==> src/sv/sct_pkg.sv <==
// Shared types, codes and defaults of the session code table.
package sct_pkg;

    // Build defaults
    localparam int MAX_SLOTS_DEF  = 16;
    localparam int CODE_CHARS_DEF = 5;

    // Fixed field widths
    localparam int TIME_W    = 32;
    localparam int LIMIT_W   = 32;
    localparam int COUNT_W   = 5;
    localparam int SEL_W     = 4;
    localparam int ID_W      = 4;
    localparam int CFG_IDX_W = 1;
    localparam int CFG_DAT_W = 32;

    // Register reset values
    localparam logic [LIMIT_W-1:0] TIME_LIMIT_RST   = 32'd100000;
    localparam logic [COUNT_W-1:0] SLOTS_IN_USE_RST = 5'd16;

    // Configuration register indexes
    typedef enum logic [CFG_IDX_W-1:0] {
        CFG_TIME_LIMIT   = 1'b0,
        CFG_SLOTS_IN_USE = 1'b1
    } t_cfg_idx;

    // Request opcodes
    typedef enum logic [1:0] {
        OP_OPEN   = 2'd0,
        OP_CHECK  = 2'd1,
        OP_EXPIRE = 2'd2,
        OP_CLEAR  = 2'd3
    } t_op;

    // Result status codes
    typedef enum logic [2:0] {
        ST_OK     = 3'd0,
        ST_FULL   = 3'd1,
        ST_DUP    = 3'd2,
        ST_MISS   = 3'd3,
        ST_BYPASS = 3'd4
    } t_status;

    // Configuration seen by the controller
    typedef struct packed {
        logic [LIMIT_W-1:0] time_limit;
        logic [COUNT_W-1:0] slots_in_use;
    } t_cfg;

endpackage

==> src/sv/sct_req_if.sv <==
// Request channel: operation, code, time and slot to clear.
interface sct_req_if #(parameter int CODE_W = 8 * sct_pkg::CODE_CHARS_DEF);
    logic                      valid;
    logic                      ready;
    sct_pkg::t_op              op;
    logic [CODE_W-1:0]         code;
    logic [sct_pkg::TIME_W-1:0] now_ms;
    logic [sct_pkg::SEL_W-1:0]  slot_index;

    modport source (output valid, op, code, now_ms, slot_index, input ready);
    modport sink   (input valid, op, code, now_ms, slot_index, output ready);
endinterface

==> src/sv/sct_rsp_if.sv <==
// Result channel: status and slot number.
interface sct_rsp_if;
    logic                    valid;
    logic                    ready;
    sct_pkg::t_status        status;
    logic [sct_pkg::ID_W-1:0] slot_id;

    modport source (output valid, status, slot_id, input ready);
    modport sink   (input valid, status, slot_id, output ready);
endinterface

==> src/sv/sct_cfg_if.sv <==
// Configuration write channel: register index and data.
interface sct_cfg_if;
    logic                         valid;
    logic                         ready;
    sct_pkg::t_cfg_idx            index;
    logic [sct_pkg::CFG_DAT_W-1:0] data;

    modport source (output valid, index, data, input ready);
    modport sink   (input valid, index, data, output ready);
endinterface

==> src/sv/session_code_table.sv <==
// Session code table: a request scans n slots, n = slots searched (slots_in_use,
// capped at MAX_SLOTS), with one entry memory read per slot; clear, empty-code
// check and an empty table skip the scan. The result is registered and a new
// request is taken while it waits. Reset empties every slot and loads the register
// defaults; the entry memory is not cleared, so no clearing pass is needed.
module session_code_table #(
    parameter int MAX_SLOTS  = sct_pkg::MAX_SLOTS_DEF,
    parameter int CODE_CHARS = sct_pkg::CODE_CHARS_DEF
) (
    input  logic      i_clk,
    input  logic      i_rst_n,
    sct_req_if.sink   i_req,
    sct_rsp_if.source o_rsp,
    sct_cfg_if.sink   i_cfg
);
    import sct_pkg::*;

    localparam int CODE_W  = 8 * CODE_CHARS;
    localparam int ENTRY_W = CODE_W + TIME_W;
    localparam int SLOT_W  = (MAX_SLOTS > 1) ? $clog2(MAX_SLOTS) : 1;

    logic [LIMIT_W-1:0] r_time_limit;
    logic [COUNT_W-1:0] r_slots_in_use;
    t_cfg               w_cfg;

    logic               w_mem_we;
    logic [SLOT_W-1:0]  w_mem_waddr;
    logic [ENTRY_W-1:0] w_mem_wdata;
    logic [SLOT_W-1:0]  w_mem_raddr;
    logic [ENTRY_W-1:0] w_mem_rdata;

    // Configuration registers, always ready
    assign i_cfg.ready = 1'b1;

    always_ff @(posedge i_clk) begin
        if (!i_rst_n) begin
            r_time_limit   <= TIME_LIMIT_RST;
            r_slots_in_use <= SLOTS_IN_USE_RST;
        end else if (i_cfg.valid) begin
            unique case (i_cfg.index)
                CFG_TIME_LIMIT:   r_time_limit   <= i_cfg.data[LIMIT_W-1:0];
                CFG_SLOTS_IN_USE: r_slots_in_use <= i_cfg.data[COUNT_W-1:0];
            endcase
        end
    end

    assign w_cfg.time_limit   = r_time_limit;
    assign w_cfg.slots_in_use = r_slots_in_use;

    // Sequencer
    sct_ctrl #(
        .MAX_SLOTS  (MAX_SLOTS),
        .CODE_CHARS (CODE_CHARS)
    ) u_ctrl (
        .i_clk       (i_clk),
        .i_rst_n     (i_rst_n),
        .i_cfg       (w_cfg),
        .i_req       (i_req),
        .o_rsp       (o_rsp),
        .o_mem_we    (w_mem_we),
        .o_mem_waddr (w_mem_waddr),
        .o_mem_wdata (w_mem_wdata),
        .o_mem_raddr (w_mem_raddr),
        .i_mem_rdata (w_mem_rdata)
    );

    // Slot entry memory
    sct_mem #(
        .DEPTH  (MAX_SLOTS),
        .DATA_W (ENTRY_W)
    ) u_mem (
        .i_clk   (i_clk),
        .i_we    (w_mem_we),
        .i_waddr (w_mem_waddr),
        .i_wdata (w_mem_wdata),
        .i_raddr (w_mem_raddr),
        .o_rdata (w_mem_rdata)
    );

endmodule

==> src/sv/sct_mem.sv <==
// Slot entry memory: code and last-active time, one write and one registered read port.
module sct_mem #(
    parameter int DEPTH  = sct_pkg::MAX_SLOTS_DEF,
    parameter int DATA_W = 8 * sct_pkg::CODE_CHARS_DEF + sct_pkg::TIME_W,
    localparam int ADDR_W = (DEPTH > 1) ? $clog2(DEPTH) : 1
) (
    input  logic              i_clk,
    input  logic              i_we,
    input  logic [ADDR_W-1:0] i_waddr,
    input  logic [DATA_W-1:0] i_wdata,
    input  logic [ADDR_W-1:0] i_raddr,
    output logic [DATA_W-1:0] o_rdata
);

    logic [DATA_W-1:0] r_mem [DEPTH];
    logic [DATA_W-1:0] r_rdata;

    // Write port
    always_ff @(posedge i_clk) begin
        if (i_we) begin
            r_mem[i_waddr] <= i_wdata;
        end
    end

    // Read port, registered
    always_ff @(posedge i_clk) begin
        r_rdata <= r_mem[i_raddr];
    end

    assign o_rdata = r_rdata;

endmodule

==> src/sv/sct_ctrl.sv <==
// Request sequencer: used bits, slot scan over the entry memory, write-back and result register.
module sct_ctrl #(
    parameter int MAX_SLOTS  = sct_pkg::MAX_SLOTS_DEF,
    parameter int CODE_CHARS = sct_pkg::CODE_CHARS_DEF,
    localparam int CODE_W  = 8 * CODE_CHARS,
    localparam int ENTRY_W = CODE_W + sct_pkg::TIME_W,
    localparam int SLOT_W  = (MAX_SLOTS > 1) ? $clog2(MAX_SLOTS) : 1
) (
    input  logic                i_clk,
    input  logic                i_rst_n,
    input  sct_pkg::t_cfg       i_cfg,
    sct_req_if.sink             i_req,
    sct_rsp_if.source           o_rsp,
    output logic                o_mem_we,
    output logic [SLOT_W-1:0]   o_mem_waddr,
    output logic [ENTRY_W-1:0]  o_mem_wdata,
    output logic [SLOT_W-1:0]   o_mem_raddr,
    input  logic [ENTRY_W-1:0]  i_mem_rdata
);
    import sct_pkg::*;

    localparam int CNT_W = $clog2(MAX_SLOTS + 1);

    typedef enum logic [2:0] {
        S_IDLE = 3'b001,
        S_SCAN = 3'b010,
        S_FIN  = 3'b100
    } t_state;

    // Control state
    t_state              r_state, n_state;
    logic [MAX_SLOTS-1:0] r_used, n_used;
    logic                r_cmp_valid, n_cmp_valid;
    logic                r_free_hit, n_free_hit;
    logic                r_hit, n_hit;
    logic                r_out_valid, n_out_valid;

    // Request and scan payload
    t_op                 r_op, n_op;
    logic [CODE_W-1:0]   r_key, n_key;
    logic [TIME_W-1:0]   r_now, n_now;
    logic [SEL_W-1:0]    r_sel, n_sel;
    logic [CNT_W-1:0]    r_count, n_count;
    logic [CNT_W-1:0]    r_rd_idx, n_rd_idx;
    logic [SLOT_W-1:0]   r_cmp_idx, n_cmp_idx;
    logic [SLOT_W-1:0]   r_free_idx, n_free_idx;
    logic [SLOT_W-1:0]   r_hit_idx, n_hit_idx;
    t_status             r_status, n_status;
    logic [ID_W-1:0]     r_slot_id, n_slot_id;

    // Compare helpers
    logic [CNT_W-1:0]    w_req_count;
    logic [CODE_W-1:0]   w_rd_code;
    logic [TIME_W-1:0]   w_rd_time;
    logic [TIME_W-1:0]   w_idle;
    logic                w_slot_used;
    logic                w_code_eq;
    logic                w_expired;
    logic                w_out_free;
    logic                w_clear_ok;
    logic [31:0]         w_free_num;
    logic [31:0]         w_hit_num;

    assign w_rd_code   = i_mem_rdata[ENTRY_W-1 -: CODE_W];
    assign w_rd_time   = i_mem_rdata[TIME_W-1:0];
    assign w_idle      = r_now - w_rd_time;
    assign w_slot_used = r_used[r_cmp_idx];
    assign w_code_eq   = (w_rd_code == r_key);
    assign w_expired   = (w_idle > i_cfg.time_limit);
    assign w_out_free  = !r_out_valid || o_rsp.ready;
    assign w_clear_ok  = (32'(r_sel) < 32'(MAX_SLOTS));
    assign w_free_num  = 32'(r_free_idx);
    assign w_hit_num   = 32'(r_hit_idx);

    // Slots searched: the register value, saturated at the built size
    always_comb begin
        if (32'(i_cfg.slots_in_use) > 32'(MAX_SLOTS)) begin
            w_req_count = CNT_W'(MAX_SLOTS);
        end else begin
            w_req_count = CNT_W'(i_cfg.slots_in_use);
        end
    end

    assign i_req.ready   = (r_state == S_IDLE);
    assign o_rsp.valid   = r_out_valid;
    assign o_rsp.status  = r_status;
    assign o_rsp.slot_id = r_slot_id;
    assign o_mem_raddr   = r_rd_idx[SLOT_W-1:0];

    // Sequencer
    always_comb begin
        n_state     = r_state;
        n_used      = r_used;
        n_cmp_valid = 1'b0;
        n_free_hit  = r_free_hit;
        n_hit       = r_hit;
        n_out_valid = r_out_valid && !o_rsp.ready;
        n_op        = r_op;
        n_key       = r_key;
        n_now       = r_now;
        n_sel       = r_sel;
        n_count     = r_count;
        n_rd_idx    = r_rd_idx;
        n_cmp_idx   = r_cmp_idx;
        n_free_idx  = r_free_idx;
        n_hit_idx   = r_hit_idx;
        n_status    = r_status;
        n_slot_id   = r_slot_id;
        o_mem_we    = 1'b0;
        o_mem_waddr = r_hit_idx;
        o_mem_wdata = {r_key, r_now};

        unique case (r_state)
            S_IDLE: begin
                if (i_req.valid) begin
                    n_op       = i_req.op;
                    n_key      = i_req.code;
                    n_now      = i_req.now_ms;
                    n_sel      = i_req.slot_index;
                    n_count    = w_req_count;
                    n_rd_idx   = '0;
                    n_free_hit = 1'b0;
                    n_hit      = 1'b0;
                    // clear, empty-code check and an empty table need no scan
                    if (i_req.op == OP_CLEAR || w_req_count == '0 ||
                        (i_req.op == OP_CHECK && i_req.code == '0)) begin
                        n_state = S_FIN;
                    end else begin
                        n_state = S_SCAN;
                    end
                end
            end
            S_SCAN: begin
                // issue the next read
                if (r_rd_idx < r_count) begin
                    n_rd_idx    = r_rd_idx + CNT_W'(1);
                    n_cmp_valid = 1'b1;
                    n_cmp_idx   = r_rd_idx[SLOT_W-1:0];
                end
                // compare the entry read last cycle
                if (r_cmp_valid) begin
                    if (!w_slot_used && !r_free_hit) begin
                        n_free_hit = 1'b1;
                        n_free_idx = r_cmp_idx;
                    end
                    if (!r_hit && w_slot_used) begin
                        if ((r_op == OP_EXPIRE && w_expired) ||
                            (r_op != OP_EXPIRE && w_code_eq)) begin
                            n_hit     = 1'b1;
                            n_hit_idx = r_cmp_idx;
                        end
                    end
                    if (r_rd_idx == r_count) begin
                        n_state = S_FIN;
                    end
                end
            end
            S_FIN: begin
                if (w_out_free) begin
                    n_out_valid = 1'b1;
                    n_state     = S_IDLE;
                    n_status    = ST_MISS;
                    n_slot_id   = '0;
                    unique case (r_op)
                        OP_OPEN: begin
                            if (!r_free_hit) begin
                                n_status = ST_FULL;
                            end else if (r_hit) begin
                                // refresh the matching slot
                                o_mem_we  = 1'b1;
                                n_status  = ST_DUP;
                                n_slot_id = w_hit_num[ID_W-1:0];
                            end else begin
                                o_mem_we    = 1'b1;
                                o_mem_waddr = r_free_idx;
                                for (int i = 0; i < MAX_SLOTS; i++) begin
                                    if (32'(i) == w_free_num) begin
                                        n_used[i] = 1'b1;
                                    end
                                end
                                n_status  = ST_OK;
                                n_slot_id = w_free_num[ID_W-1:0];
                            end
                        end
                        OP_CHECK: begin
                            if (r_key == '0) begin
                                n_status = ST_BYPASS;
                            end else if (r_hit) begin
                                o_mem_we  = 1'b1;
                                n_status  = ST_OK;
                                n_slot_id = w_hit_num[ID_W-1:0];
                            end
                        end
                        OP_EXPIRE: begin
                            if (r_hit) begin
                                n_status  = ST_OK;
                                n_slot_id = w_hit_num[ID_W-1:0];
                            end
                        end
                        OP_CLEAR: begin
                            if (w_clear_ok) begin
                                for (int i = 0; i < MAX_SLOTS; i++) begin
                                    if (32'(i) == 32'(r_sel)) begin
                                        n_used[i] = 1'b0;
                                    end
                                end
                                n_status  = ST_OK;
                                n_slot_id = ID_W'(r_sel);
                            end
                        end
                    endcase
                end
            end
        endcase
    end

    // Control registers
    always_ff @(posedge i_clk) begin
        if (!i_rst_n) begin
            r_state     <= S_IDLE;
            r_used      <= '0;
            r_cmp_valid <= 1'b0;
            r_free_hit  <= 1'b0;
            r_hit       <= 1'b0;
            r_out_valid <= 1'b0;
        end else begin
            r_state     <= n_state;
            r_used      <= n_used;
            r_cmp_valid <= n_cmp_valid;
            r_free_hit  <= n_free_hit;
            r_hit       <= n_hit;
            r_out_valid <= n_out_valid;
        end
    end

    // Payload registers
    always_ff @(posedge i_clk) begin
        r_op       <= n_op;
        r_key      <= n_key;
        r_now      <= n_now;
        r_sel      <= n_sel;
        r_count    <= n_count;
        r_rd_idx   <= n_rd_idx;
        r_cmp_idx  <= n_cmp_idx;
        r_free_idx <= n_free_idx;
        r_hit_idx  <= n_hit_idx;
        r_status   <= n_status;
        r_slot_id  <= n_slot_id;
    end

endmodule

==> src/flat_wrapper.sv <==
// flat-port wrapper written by rule: the top's interface ports become plain ports
module session_code_table_flat import sct_pkg::*;
#(
    parameter int MAX_SLOTS  = sct_pkg::MAX_SLOTS_DEF,
    parameter int CODE_CHARS = sct_pkg::CODE_CHARS_DEF
)
  (i_clk, i_rst_n, i_req_valid, i_req_op, i_req_code, i_req_now_ms, i_req_slot_index, i_req_ready, o_rsp_valid, o_rsp_status, o_rsp_slot_id, o_rsp_ready, i_cfg_valid, i_cfg_index, i_cfg_data, i_cfg_ready);
  sct_req_if #(.CODE_W((8 * CODE_CHARS_DEF))) i_req_i ();
  sct_rsp_if o_rsp_i ();
  sct_cfg_if i_cfg_i ();
  input  logic i_clk;
  input  logic i_rst_n;
  input wire logic [$bits(i_req_i.valid)-1:0] i_req_valid;
  input wire logic [$bits(i_req_i.op)-1:0] i_req_op;
  input wire logic [$bits(i_req_i.code)-1:0] i_req_code;
  input wire logic [$bits(i_req_i.now_ms)-1:0] i_req_now_ms;
  input wire logic [$bits(i_req_i.slot_index)-1:0] i_req_slot_index;
  output wire logic [$bits(i_req_i.ready)-1:0] i_req_ready;
  output wire logic [$bits(o_rsp_i.valid)-1:0] o_rsp_valid;
  output wire logic [$bits(o_rsp_i.status)-1:0] o_rsp_status;
  output wire logic [$bits(o_rsp_i.slot_id)-1:0] o_rsp_slot_id;
  input wire logic [$bits(o_rsp_i.ready)-1:0] o_rsp_ready;
  input wire logic [$bits(i_cfg_i.valid)-1:0] i_cfg_valid;
  input wire logic [$bits(i_cfg_i.index)-1:0] i_cfg_index;
  input wire logic [$bits(i_cfg_i.data)-1:0] i_cfg_data;
  output wire logic [$bits(i_cfg_i.ready)-1:0] i_cfg_ready;
  assign i_req_i.valid = i_req_valid;
  assign i_req_i.op = i_req_op;
  assign i_req_i.code = i_req_code;
  assign i_req_i.now_ms = i_req_now_ms;
  assign i_req_i.slot_index = i_req_slot_index;
  assign i_req_ready = i_req_i.ready;
  assign o_rsp_valid = o_rsp_i.valid;
  assign o_rsp_status = o_rsp_i.status;
  assign o_rsp_slot_id = o_rsp_i.slot_id;
  assign o_rsp_i.ready = o_rsp_ready;
  assign i_cfg_i.valid = i_cfg_valid;
  assign i_cfg_i.index = i_cfg_index;
  assign i_cfg_i.data = i_cfg_data;
  assign i_cfg_ready = i_cfg_i.ready;
  session_code_table #(.MAX_SLOTS(MAX_SLOTS), .CODE_CHARS(CODE_CHARS)) u_core (.i_clk(i_clk), .i_rst_n(i_rst_n), .i_req(i_req_i), .o_rsp(o_rsp_i), .i_cfg(i_cfg_i));
endmodule
==> config.mk <==
export PLATFORM = sky130hd
export DESIGN_NAME = session_code_table_flat
export DESIGN_NICKNAME = d
export VERILOG_FILES = /design/src/sv/sct_pkg.sv /design/src/sv/sct_req_if.sv /design/src/sv/sct_rsp_if.sv /design/src/sv/sct_cfg_if.sv /design/src/sv/session_code_table.sv /design/src/sv/sct_mem.sv /design/src/sv/sct_ctrl.sv /design/src/flat_wrapper.sv
export SDC_FILE = /design/constraint.sdc
export NUM_CORES = 2
export LEC_CHECK = 0
export ABC_CLOCK_PERIOD_IN_PS = 6400
export BUFFER_PORTS_ARGS = -buffer_cell sky130_fd_sc_hd__buf_2
export CORE_MARGIN = 2
export CORE_UTILIZATION = 57
export CTS_BUF_LIST = sky130_fd_sc_hd__clkbuf_4
export DETAILED_ROUTE_END_ITERATION = 7
export HOLD_SLACK_MARGIN = 0.12
export PLACE_DENSITY = 0.79
export SYNTH_ARGS = -nofsm -noshare
export SYNTH_HDL_FRONTEND = slang
export SYNTH_SLANG_ARGS = --single-unit
export TNS_END_PERCENT = 10
==> constraint.sdc <==
create_clock -name i_clk -period 6.4 [get_ports i_clk]
set_clock_uncertainty 0.2 [all_clocks]
set_input_delay 0 -clock i_clk [delete_from_list [all_inputs] [get_ports i_clk]]
set_output_delay 0 -clock i_clk [all_outputs]
set_load 0.02 [all_outputs]
* Word-level counts from Yosys, hierarchy flattened *
Memory sizes are Yosys's and may differ from the RTL's. A register that Yosys moved wholly into a read port is not among the register bits.
Cells that the tools add are included.

storage, ports and cells
  memories = 1
  input bits = 116
  logic and storage cells = 256
  output and inout bits = 10
  bits in registers = 167
  RAM bits = 1152

memories
  name                depth  width  read ports  clocked after memory_dff  wr ports  line           source
  u_core.u_mem.r_mem  16     72     1           1                         1         sct_mem.sv:15  logic [DATA_W-1:0] r_mem [DEPTH];

operators by class
  muxes and demuxes = 80
  $add $sub $neg = 2
  $lt $le $gt $ge = 4
  eq/ne operators = 83
  reductions and logical operators = 51
  bitwise logic cells = 1

operators with widths
  cell                count
  $reduce_and 7->1    16
  $ne 2x2->1 const B  43
  $logic_not 40->1    2
  $eq 4x4->1 const A  16
  $mux 1              49
  $eq 40x40->1        1
  $eq 3x4->1 const A  8
  $gt 32x32->1        1
  $logic_not 32->1    1
  $mux 16             2
  $mux 4              8
  $pmux 16 s2         1
  $sub 32x32->32      1
  $mux 3              6
  $eq 2x4->1 const A  4
  $pmux 4 s4          1
  $mux 5              3
  $pmux 3 s4          1
  $reduce_and 2->1    6
  $reduce_and 4->1    3
  $pmux 5 s2          1
  $pmux 3 s3          1
  $eq 1x4->1 const A  2
  $eq 2x2->1 const B  3
  other kinds (22)    41

* Longest topological paths before layout *
  depth in word-level cells = 8
  mapped depth = 21
  mapped depth without buffers = 21

* By module *
From an unflattened synthesis, not the netlist that was laid out.

unflattened totals
  cell total of the unflattened synthesis = 2851
  area total of the unflattened synthesis = 54529.8 µm²

modules (own cells, without submodules)
  module              area an instance (µm²)  times used  cells each  sequential area each (µm²)
  sct_mem             44550.2                 1           1850        36034.6
  sct_ctrl            8459.4                  1           840         3673.5
  session_code_table  1520.2                  1           161         740.7

* Worst setup path after synthesis *
OpenSTA, ideal clock, no wires.

  path type = register to register
  from = register u_core.u_ctrl.r_op[0]
  to = memory u_core.u_mem.r_mem[14][0] (netlist bit), enable pin
  library setup time = 0.503 ns
  required time = 5.697 ns
  clock period less this slack = 5.575 ns
  buffers on the path = 1
  arrival time = 4.872 ns
  slack = 0.825 ns
  stages on the path, launching flop included = 8
  path through = edfxtp_1 > or2_1 > clkbuf_1 > nor2_1 > nand2_1 > mux2i_1 > or2_2 > nor2_1

between the ends
  cells in the longest elaborated chain, start to end = 6
  elaborated cells between the ends (all ways) = 10
  those cells by class = eq/ne (1); mux (8); reduce/logical (1)

RTL lines
  what                                           line             source
  start: declaration                             sct_ctrl.sv:39   t_op r_op, n_op;
  start signal: assignment                       sct_ctrl.sv:238  r_op <= n_op;
  $eq 2x1->1 or $logic_not 2->1 (tied branches)  sct_ctrl.sv:164  unique case (r_op)
  $pmux 1 s2                                     sct_ctrl.sv:164
  $mux 1                                         sct_ctrl.sv:159  if (w_out_free) begin
  $mux 1                                         sct_ctrl.sv:113  unique case (r_state)
  $mux 1                                         sct_mem.sv:20    if (i_we) begin
  $mux 1 (implied by the code)                   sct_mem.sv:21    r_mem[i_waddr] <= i_wdata;
  end: declaration                               sct_mem.sv:15

Parallel ways exist; a longest one is shown, timed or not.

* Worst setup path in the final report *
  from = register u_core.u_ctrl.r_now[0]
  to = register u_core.u_ctrl.r_hit

between the ends
  cells in the longest elaborated chain, start to end = 6

RTL lines
  what                        line             source
  start: declaration          sct_ctrl.sv:41   logic [TIME_W-1:0] r_now, n_now;
  start signal: assignment    sct_ctrl.sv:240  r_now <= n_now;
  $sub 32x32->32              sct_ctrl.sv:66   assign w_idle = r_now - w_rd_time;
  $gt 32x32->1                sct_ctrl.sv:69   assign w_expired = (w_idle > i_cfg.time_limit);
  $logic_and 1x1->1           sct_ctrl.sv:147  if ((r_op == OP_EXPIRE && w_expired) ||
  $logic_or 1x1->1            sct_ctrl.sv:147
  $ne 2x2->1 (no line)        n/a
  $reduce_and 5->1 (no line)  n/a
  end signal: assignment      sct_ctrl.sv:231  r_hit <= n_hit;
  end: declaration            sct_ctrl.sv:35   logic r_hit, n_hit;

No other way between the ends.
A chain may end at the register's enable or synchronous reset.

==> summary.md <==
| Metric | Value |
|---|---|
| Pre-CTS setup slack | `0.579 ns` |
| Post-Place Cell Area | `0.0564 mm²` |
| Critical path class | `reg -> reg` |
| Post-DRT Antenna Nets | `0` |
| Syn nets | `2813` |
| Setup crit end | `u_core.u_ctrl.r_hit$_SDFFE_PN0P_` |
| Setup Fix Bufs, Post-CTS | `0` |
| Vias per std cell | `6.14` |
| Failing checks | `design-rule violations` |
| Final Cycle Share | `0.929` |
| Number of synthesized flops with an enable pin | `1259` |
| Crit path required time | `7.22 ns` |
| Mapped Cells | `2627` |
| Initial Utilization | `0.577` |
| Max VDD drop | `248 µV` |
| Die Y | `312 µm` |
| CTS Buf Count | `348` |
| Fin. Hold Viols | `0` |
| Storage cell area | `0.0404 mm²` |
| Slew HR | `0.150` |
| Clk sinks | `1391` |
| Pre-antenna DRT Iters | `8` |
| GRT Util Overall | `0.275` |
| GPL Wtd Cong | `0.870` |
| Critical path peak fanout | `17` |
| Hold_ws | `0.203 ns` |
| Cell Area, Synth | `0.0540 mm²` |
| R2R Path Start | `u_core.u_ctrl.r_now[0]$_DFFE_PP_` |
| Fin. max-slew vios | `0` |
| CTS Hold Bufs | `379` |
| First-pass GRT wire length | `197 mm` |
| Share of flip-flops with an asynchronous set or reset | `0` |
| Overflow after GRT | `0` |
| PwrDens | `312 mW/mm²` |
| Filler Cells Inserted | `5589` |
| # rows | `112` |
| Largest net degree at the start of global routing | `168` |
| Outcome | `complete, but fails checks` |
| Yosys reg bits | `1391` |
| Max_cap viols | `0` |
| Sequential element share of the synthesized area | `0.749` |
| I/O Buffers | `124` |
| Worst Hold Class | `in -> reg` |
| Post-DP HPWL | `62.0 mm` |
| Synth Warn # | `0` |
| Final setup fails | `0` |
| Measured slew at the worst slew-check pin | `1.27 ns` |
| R2R setup slack | `0.46 ns` |
| Final Cell Area | `0.0647 mm²` |
| Die width | `312 µm` |
| 1st-iter DRT viols | `4148` |
| WP data arrival | `6.76 ns` |
| Hold Path Origin | `i_cfg_valid` |
| Cts repair resizes | `0` |
| Multi-input gate area | `0.0130 mm²` |
| Clk buf depth | `4` |
| Layout area overhead | `19.8%` |
| CTS clk-pin slew, worst paths | `0.08 ns` |
| Worst Reg-to-Reg Cells | `21` |
| Htree depth | `5` |
| RSZ-0062 raised after global routing | `false` |
| # DRC | `2` |
| Crit path from | `u_core.u_ctrl.r_now[0]$_DFFE_PP_` |
| Layout cell share with drive strength beyond 1 | `0.304` |
| Die area | `0.0972 mm²` |
| IO Count | `126` |
| Root Driver | `clkbuf_4` |
| CTS tree | `built` |
| Core area | `0.0936 mm²` |
| Reg2reg end | `u_core.u_ctrl.r_hit$_SDFFE_PN0P_` |
| Wire per inst | `26.7 µm` |
| Critical Path Start Type | `flop` |
| Via count | `30300` |
| Crit path capture type | `flop` |
| Synth unique cells | `66` |
| Clk_lat worst skew | `1.25 ns` |
| Syn_area_per_cell | `20.6 µm²` |
| Final worst slack | `0.456 ns` |
| Antenna violations before repair | `6` |
| FMAX | `168 MHz` |
| DRT Wirelength | `132 mm` |
| LEAKAGE | `21.8 nW` |
| Vias in the first global route | `31800` |
| Post-Route Setup TNS | `0 ns` |
| Fin crit period | `5.94 ns` |
| Post-synth top flop | `edfxtp_1` |
| Nets@finish | `3598` |
## final cells by class
cell class              instances  share of cell area
multi-input cells            1045               0.201
clock inverters                84             0.00818
flip-flops and latches       1391               0.625
well taps                    1254              0.0243
diodes                          8            0.000309
inverters                      83             0.00486
repair buffers                543              0.0750
clock buffers                 530              0.0615
## stage by stage
stage                     instances   util  power [mW]
after global routing           4936  0.691        21.0
final                          4938  0.691        20.2
after detailed placement       3937  0.602        12.6
after global placement         3937  0.602        12.5
after CTS                      4930  0.691        20.2
after floorplan                2627      -        12.0
## synthesized netlist by cell type, types with 2 or more instances
cell / n / area (µm²)
nand4_1: 20 / 125
o41ai_1: 6 / 52.6
o211ai_1: 8 / 60.1
a211oi_1: 5 / 37.5
nor4_1: 28 / 175
o41a_1: 2 / 22.5
a21oi_1: 28 / 140
inv_1: 83 / 312
a21o_1: 27 / 203
nand2b_1: 21 / 131
dfxtp_1: 132 / 2640
mux4_2: 365 / 8220
and3_1: 10 / 62.6
a31oi_1: 3 / 18.8
clkbuf_1: 69 / 259
ha_1: 69 / 863
a21boi_0: 35 / 263
nor2_1: 51 / 191
buf_2: 3 / 15.0
mux2i_1: 4 / 40.0
a2111oi_0: 3 / 26.3
o21a_1: 7 / 52.6
or2_2: 4 / 25.0
o311ai_2: 2 / 32.5
or3_1: 2 / 12.5
o22ai_1: 3 / 18.8
o21bai_1: 3 / 22.5
nand3_1: 18 / 90.1
xnor2_1: 52 / 455
xor2_1: 15 / 131
buf_1: 35 / 131
nor3_1: 12 / 60.1
and2_1: 22 / 138
nor2b_1: 15 / 93.8
a222oi_1: 4 / 40.0
o31ai_1: 12 / 90.1
o21ai_0: 51 / 255
edfxtp_1: 1259 / 37800
nand2_1: 111 / 417
nand4b_1: 2 / 17.5
## sequential cells by signal, indices dropped and copies added (netlist names), 2 cells and up
signal,count
u_core.u_ctrl.r_count,5
u_core.u_ctrl.o_rsp.status,3
u_core.u_ctrl.r_rd_idx,5
u_core.u_ctrl.r_state,3
u_core.u_ctrl.o_rsp.slot_id,4
u_core.u_ctrl.r_used,16
u_core.r_time_limit,32
u_core.u_mem.o_rdata,72
u_core.u_ctrl.r_cmp_idx,4
u_core.u_mem.r_mem,1152
u_core.u_ctrl.r_now,32
u_core.r_slots_in_use,5
u_core.u_ctrl.r_key,40
u_core.u_ctrl.r_op,2
u_core.u_ctrl.r_free_idx,4
u_core.u_ctrl.r_sel,4
u_core.u_ctrl.r_hit_idx,4
## where the power goes
group          total, mW  internal, mW  leakage (nW)  switching [mW]
combinational       2.25          1.14          6.67            1.12
sequential          10.4          10.1          12.4           0.234
clock               7.57          4.06          2.69            3.51
total               20.2          15.3          21.8            4.86
## kinds of logic (layout without fill, tap and decap cells)
kind of cell	Yosys count	count (layout)	share of synthesized area
DFF	1391	1391	0.749
muxes	369	369	0.153
and+or+nand+nor	319	319	0.0289
AOI/OAI and AO/OA	219	219	0.0287
buffers and inverters	191	1240	0.0134
adders and majority gates	70	70	0.0164
xor gates and xnor gates	67	67	0.0109
other	1	9	0.0000694
## critical path: stages, from the launching register on
cell and delay, ns:
edfxtp_1 0.59, inv_1 0.15, ha_1 0.20, inv_1 0.07, fa_1 0.43, a211oi_2 0.23
o21bai_2 0.11, a21oi_4 0.24, o41ai_2 0.12, o2111a_1 0.27, a311o_2 0.42, a311o_1 0.37
xor2_1 0.15, ha_1 0.29, nand4_1 0.16, nor4_1 0.47, inv_1 0.09, nor4_1 0.29
nor2_1 0.10, o311ai_0 0.13, a31oi_1 0.37, o211a_1 0.33
## layer usage
layer,part of all wire,global-route usage,vias to the layer above
met1,0.37,0.367,15500
met3,0.097,0.0599,313
met2,0.50,0.449,1921
met5,0.00014,0,-
li1,-,-,12600
met4,0.028,0.105,4
## layout by cell type, fill, tap and decap left out, types with 14 or more instances in the layout
cell type	synthesis	final
xnor2_1	52	52
nor2_1	51	35
dfxtp_1	132	132
clkinv_1	0	59
buf_2	3	124
nor2b_1	15	14
edfxtp_1	1259	1259
nand2b_1	21	21
mux4_2	365	365
nor4_1	28	27
nand3_1	18	18
buf_4	1	29
and2_1	22	22
nand2_1	111	111
o21ai_0	51	51
xor2_1	15	15
clkbuf_4	0	530
dlygate4sd3_1	0	379
nand4_1	20	20
a21o_1	27	27
a21oi_1	28	28
inv_1	83	82
ha_1	69	69
nor2_4	0	16
a21boi_0	35	35
## how the worst min path moves through the flow
| stage | to | slack [ns] | cells after the start |
|---|---|---|---|
| after CTS | u_core.r_slots_in_use[2]$_SDFFE_PN0P_ | 0.12 | 5 |
| after floorplan | u_core.u_ctrl.r_key[0]$_DFFE_PP_ | -0.10 | 0 |
| after global routing | u_core.u_ctrl.r_hit$_SDFFE_PN0P_ | 0.23 | 5 |
| after detailed placement | u_core.u_ctrl.r_now[23]$_DFFE_PP_ | -0.02 | 1 |
| after global placement | u_core.u_ctrl.r_now[27]$_DFFE_PP_ | -0.02 | 1 |
| final | u_core.r_slots_in_use[1]$_SDFFE_PN0P_ | 0.20 | 5 |
(Power assumes the default switching activity.)
